`src/rtl/pee_pkg.sv`:
```
// ----------------------------------------------------------------------------
// pee_pkg: shared types and constants for the prefix expression evaluator
// Item structs, status codes, symbol codes, ALU types and ALU and sequencer states.
// ----------------------------------------------------------------------------
`default_nettype none
package pee_pkg;
  localparam int StackDepth = 128;
  localparam int DataWidth  = 32;
  localparam int PtrW       = $clog2(StackDepth);
  localparam int CntW       = $clog2(StackDepth + 1);
  localparam int ExpCntW    = $clog2(DataWidth + 1);

  localparam logic [7:0] SymAdd = 8'h2B;
  localparam logic [7:0] SymSub = 8'h2D;
  localparam logic [7:0] SymMul = 8'h2A;
  localparam logic [7:0] SymDiv = 8'h2F;
  localparam logic [7:0] SymPow = 8'h24;
  localparam logic [7:0] SymZero = 8'h30;

  localparam logic [2:0] StOk        = 3'd0;
  localparam logic [2:0] StUnderflow = 3'd1;
  localparam logic [2:0] StFull      = 3'd2;
  localparam logic [2:0] StDivZero   = 3'd3;
  localparam logic [2:0] StZeroNeg   = 3'd4;

  typedef struct packed {
    logic [7:0] symbol;
    logic       final_symbol;
  } in_item_t;

  typedef struct packed {
    logic signed [31:0] value;
    logic [2:0]         status;
    logic [7:0]         leftover;
  } out_item_t;

  typedef enum logic [1:0] {
    OP_ADD, OP_SUB, OP_DIV, OP_POW
  } alu_op_t;

  typedef struct packed {
    logic                 start;
    alu_op_t              op;
    logic [DataWidth-1:0] a;
    logic [DataWidth-1:0] b;
  } alu_req_t;

  typedef struct packed {
    logic                 done;
    logic [DataWidth-1:0] result;
  } alu_rsp_t;

  typedef enum logic [2:0] {
    A_IDLE, A_MUL, A_DIV, A_POW_MUL, A_POW_SQR, A_DONE
  } alu_state_t;

  typedef enum logic [3:0] {
    S_IDLE, S_POP_A, S_POP_B, S_WAIT_B, S_ALU, S_PUSH, S_READ_TOP, S_WAIT_TOP, S_EMIT
  } seq_state_t;
endpackage
`default_nettype wire

```
`src/rtl/pee_stack.sv`:
```
// ----------------------------------------------------------------------------
// pee_stack: operand stack memory
// One write port and one registered read port.
// ----------------------------------------------------------------------------
`default_nettype none
module pee_stack (
  input  wire                              clk,
  input  wire                              we,
  input  wire  [pee_pkg::PtrW-1:0]         waddr,
  input  wire  [pee_pkg::DataWidth-1:0]    wdata,
  input  wire  [pee_pkg::PtrW-1:0]         raddr,
  output logic [pee_pkg::DataWidth-1:0]    rdata
);
  logic [pee_pkg::DataWidth-1:0] mem [pee_pkg::StackDepth];

  always_ff @(posedge clk) begin
    if (we) mem[waddr] <= wdata;
    rdata <= mem[raddr];
  end
endmodule
`default_nettype wire

```
`config.mk`:
```
export PLATFORM = sky130hd
export DESIGN_NAME = pee_stack
export DESIGN_NICKNAME = d
export VERILOG_FILES = /design/src/rtl/pee_pkg.sv /design/src/rtl/pee_stack.sv
export SDC_FILE = /design/constraint.sdc
export NUM_CORES = 2
export LEC_CHECK = 0
export ABC_CLOCK_PERIOD_IN_PS = 3900
export BUFFER_PORTS_ARGS = -buffer_cell sky130_fd_sc_hd__buf_4
export CAP_MARGIN = 20
export CORE_UTILIZATION = 25
export DETAILED_ROUTE_END_ITERATION = 12
export GPL_TIMING_DRIVEN = 0
export MAX_ROUTING_LAYER = met4
export PLACE_DENSITY = 0.39
export SYNTH_ARGS = -nofsm -noshare
export SYNTH_HDL_FRONTEND = slang
export SYNTH_SLANG_ARGS = --single-unit
```
`constraint.sdc`:
```
create_clock -name clk -period 3.9 [get_ports clk]
set_input_delay 0.585 -clock clk [delete_from_list [all_inputs] [get_ports clk]]
set_output_delay 0.585 -clock clk [all_outputs]
set_load 0.01 [all_outputs]
```
# Word-level counts from Yosys, hierarchy flattened
# Memory sizes are Yosys's and may differ from the RTL's. A register that Yosys moved wholly into a read port is not among the register bits.
# Cells that the tools add are included.
[op_classes] muxes=2
[ops] op="two-way mux 1 bit" n=2
[word_totals] register_bits=0 ramBits=4096 inputBits=48 out_inout_bits=32 n_memories=1
[mem_list] memory="mem" words=128 width=32 rd=1 rd_ports_with_merged_regs=1 write_ports=1 line="pee_stack.sv:14" rtl="logic [pee_pkg::DataWidth-1:0] mem [pee_pkg::StackDepth];"

# Depth between registers and ports, before layout
[logic_depth] word_depth=2 ltp_mapped=8 mapped_depth_nobuf=4

# Least setup slack after synthesis
# OpenSTA, ideal clock, no wires.
[synth_timing] kind="input -> register" startpoint="input port we" endpoint="memory mem[98][0] in the netlist's numbering (enable)" arrival_ps=3363 path_slack_ps=76 cell_stages=3 cell_sequence="clkbuf_1 > nand4_1 > nor3_1"
[synth_between] elab_chain_len=2
[synth_lines] item="start, declared" line="pee_stack.sv:8" rtl="input wire we,"
[synth_lines] item="two-way mux 1 bit" line="pee_stack.sv:17" rtl="if (we) mem[waddr] <= wdata;"
[synth_lines] item="two-way mux 1 bit (not written as such)" line="pee_stack.sv:17"
[synth_lines] item="end, declared" line="pee_stack.sv:14"
# No other way between the ends.

==> results.yml <==
status:
  status: "complete, but fails checks"
  violations: "negative setup slack"
placement:
  dp_cells: 14600
  gp_congestion: 0.795
  numPortBuffers: 68
  place_worst_setup_slack_ns: -1.39
  dpl.hpwl_mm: 356
  placed_cell_area_mm2: 0.173
synthesis:
  synth.top_cell.area_share_pct: 78.7
  synthTopCellsByArea: "edfxtp_1, mux4_2, clkbuf_1"
  ys_seq_elements: 4128
  synth_seq_area_share_pct: 79.1
  ys_warn_count: 0
  synth_area_mm2: 0.156
  synth_top_area_cell: "edfxtp_1"
  synth.distinct_cells: 17
  synth_fp_nets: 6038
  avgSynthCellArea_um2: 26.1
  syn_inst: 5990
layout:
  drive_gt1_share_pct: 35.9
  fin_nets: 6830
  final_area_mm2: 0.188
  layout.cells.non_filler: 15700
  area_growth_pct: 20.6
  regArea_mm2: 0.124
  multi_input_area_mm2: 0.0323
  fillers: 59500
floorplanning:
  num_rows: 290
  die_w_um: 793
  core-area_mm2: 0.623
  initial_core_util_pct: 25.1
  dieHeight_um: 793
  die-area_mm2: 0.628
  io_pins: 80
sta:
  hold_viol: 0
  finalCriticalPeriod_ns: 3.94
  period_share_pct: 101
  clock.fmax_ghz: 0.254
  drv_slew: 0
  slew_headroom_pct: 21.4
  setup_ws_ns: -0.0387
  setup_viol: 4
  fin_setup_tns_ns: -0.0801
  fin_worst_skew_ns: 0.0667
  tightest_slew_ns: 1.18
grt:
  antenna_found_initial: 102
  track_usage_pct: 16.1
  grt_max_degree: 97
  overflow: 0
  grt_pass1_wl_mm: 669
  grt_pass1_vias: 74000
detailed_routing:
  ant_nets: 0
  remaining_drc_errors: 0
  drt_wl_total_mm: 497
  num_vias: 71100
  viasPerCell: 4.54
  drt_first_iter_violations: 7278
  firstDrtPassIters: 8
  wl_per_cell_um: 31.8
clock_network:
  numCtsBuffers: 447
  max-clock-path-buffers: 4
  cts_tree: "done"
  clock-sinks: 4128
  post_cts_buffers: 0
  clock_latency_ns: 1.01
  htree_levels: 5
  clkSlewWorstSetupHoldPaths_ns: 0.06
  cts_root_buffer: "clkbuf_16"
power_and_ir_drop:
  ir_drop_uv: 394
  comb_power_share_pct: 6.0
  p_sw_mw: 21.6
  p_leak_nw: 56.4
  intPower_mw: 74.7
  p_sw_share_pct: 22.5
  powerDensity_mw_per_mm2: 511
  p_clk_share_pct: 43.1
  seqPwrFrac_pct: 50.9
worst_hold_path:
  min_path_type: "input port to flop"
critical_path:
  critPathKind: "input port to flop"
  path_max_fanout: 16
  crit_top_cell: "mux4_2"
  start_kind: "input port"
  crit_slowest_cell: "mux4_2"
  setup.worst_path.end_class: "flop"
  required_ns: 4.77
  crit_arrival_ns: 4.81
  crit_chain: "clkbuf_1 -> buf_2 -> clkbuf_2 -> buf_12 -> clkbuf_1 -> mux4_2 -> mux4_2 -> mux4_2 -> mux2_2"
  max_stage_delay_ns: 0.80
job:
  drv_cap: 0
==> metrics by stage <==
step	util (%)	total power, mW	hold WS [ns]
floorplan	-	52.4	0.684
global placement	26.8	55.6	0.997
detailed placement	27.8	55.9	0.983
CTS	30.2	97.5	0.00608
global route	30.2	99.2	0.0579
finish	30.3	96.4	0.104
==> cells in the final DEF (no fill, tap or decap), types with 8 or more instances in the layout <==
master	n
buf_1	35
buf_12	114
buf_16	78
buf_2	83
buf_4	54
buf_6	57
buf_8	29
bufinv_16	38
clkbuf_1	239
clkbuf_16	452
clkbuf_2	33
clkinv_1	116
clkinv_2	73
clkinvlp_4	14
dfxtp_1	32
diode_2	193
dlygate4sd3_1	20
edfxtp_1	4096
inv_16	8
mux2_2	32
mux4_2	1344
nand2_1	14
nand3_1	12
nor2_4	119
nor3_2	9
==> synthesized netlist by cell type (all sizes together) <==
| library cell | count |
|---|---|
| edfxtp | 4096 |
| mux4 | 1344 |
| clkbuf | 182 |
| buf | 134 |
| nor2 | 122 |
| dfxtp | 32 |
| mux2 | 32 |
| nand2 | 14 |
| nand3 | 12 |
| nor3 | 9 |
| nor2b | 7 |
| nand4 | 3 |
| nand2b | 2 |
| or3 | 1 |
==> kinds of logic after synthesis <==
group | after synthesis | share of synthesized area [%]
flip-flops | 4128 | 79.1
AND/OR/NAND/NOR | 170 | 0.446
multiplexers | 1376 | 19.6
buffers and inverters | 316 | 0.839
==> layout make-up <==
cell class	count	share of cell area [%]
flip-flops and latches	4128	65.6
multi-input cells	1546	17.1
clock buffers	544	6.18
well taps	8322	5.52
repair buffers	345	3.21
clock inverters	271	1.35
plain buffers	314	0.753
diodes	193	0.256
==> flip-flops by register name, indices dropped and copies added (netlist names) <==
name,flops
mem,4096
rdata,32
==> power groups by stage <==
stage                     clock network (mW)  logic [mW]  registers (mW)
after floorplan                            0        2.36            50.0
after detailed placement                   0        5.89            50.0
after global placement                     0        5.54            50.0
final                                   41.5        5.79            49.1
after global routing                    44.1        6.06            49.1
after CTS                               42.6        5.93            49.1
==> worst paths after layout <==
kind | start | to | slack, ns | cells past startpoint
setup / recovery | raddr[2] | rdata[11] | -0.04 | 9
hold / removal | wdata[19] | mem[118][19] | 0.10 | 1
setup reg to reg | mem[45][13] | rdata[13] | 0.80 | 4
hold reg to reg | mem[29][18] | rdata[18] | 1.23 | 4
==> worst max-delay path, delay by kind of cell <==
kind	cells	cell delay, ns
buffers and inverters	5	1.90
multiplexers	4	2.13
==> metal layers <==
layer	wire length, um	GRT usage [%]	up-vias
met5	0	-	-
met4	12900	3.81	0
met3	28700	2.61	507
met2	241000	25.9	2030
met1	215000	21.4	40200
li1	-	-	28300
==> repair_timing <==
action | in CTS | in global routing
setup endpoints to repair | 31 | 5
hold buffers | 20 | 0
gates resized for setup | 19 | 2
hold endpoints to repair | 497 | 0
Note: power is estimated with default switching activity, not from simulation.
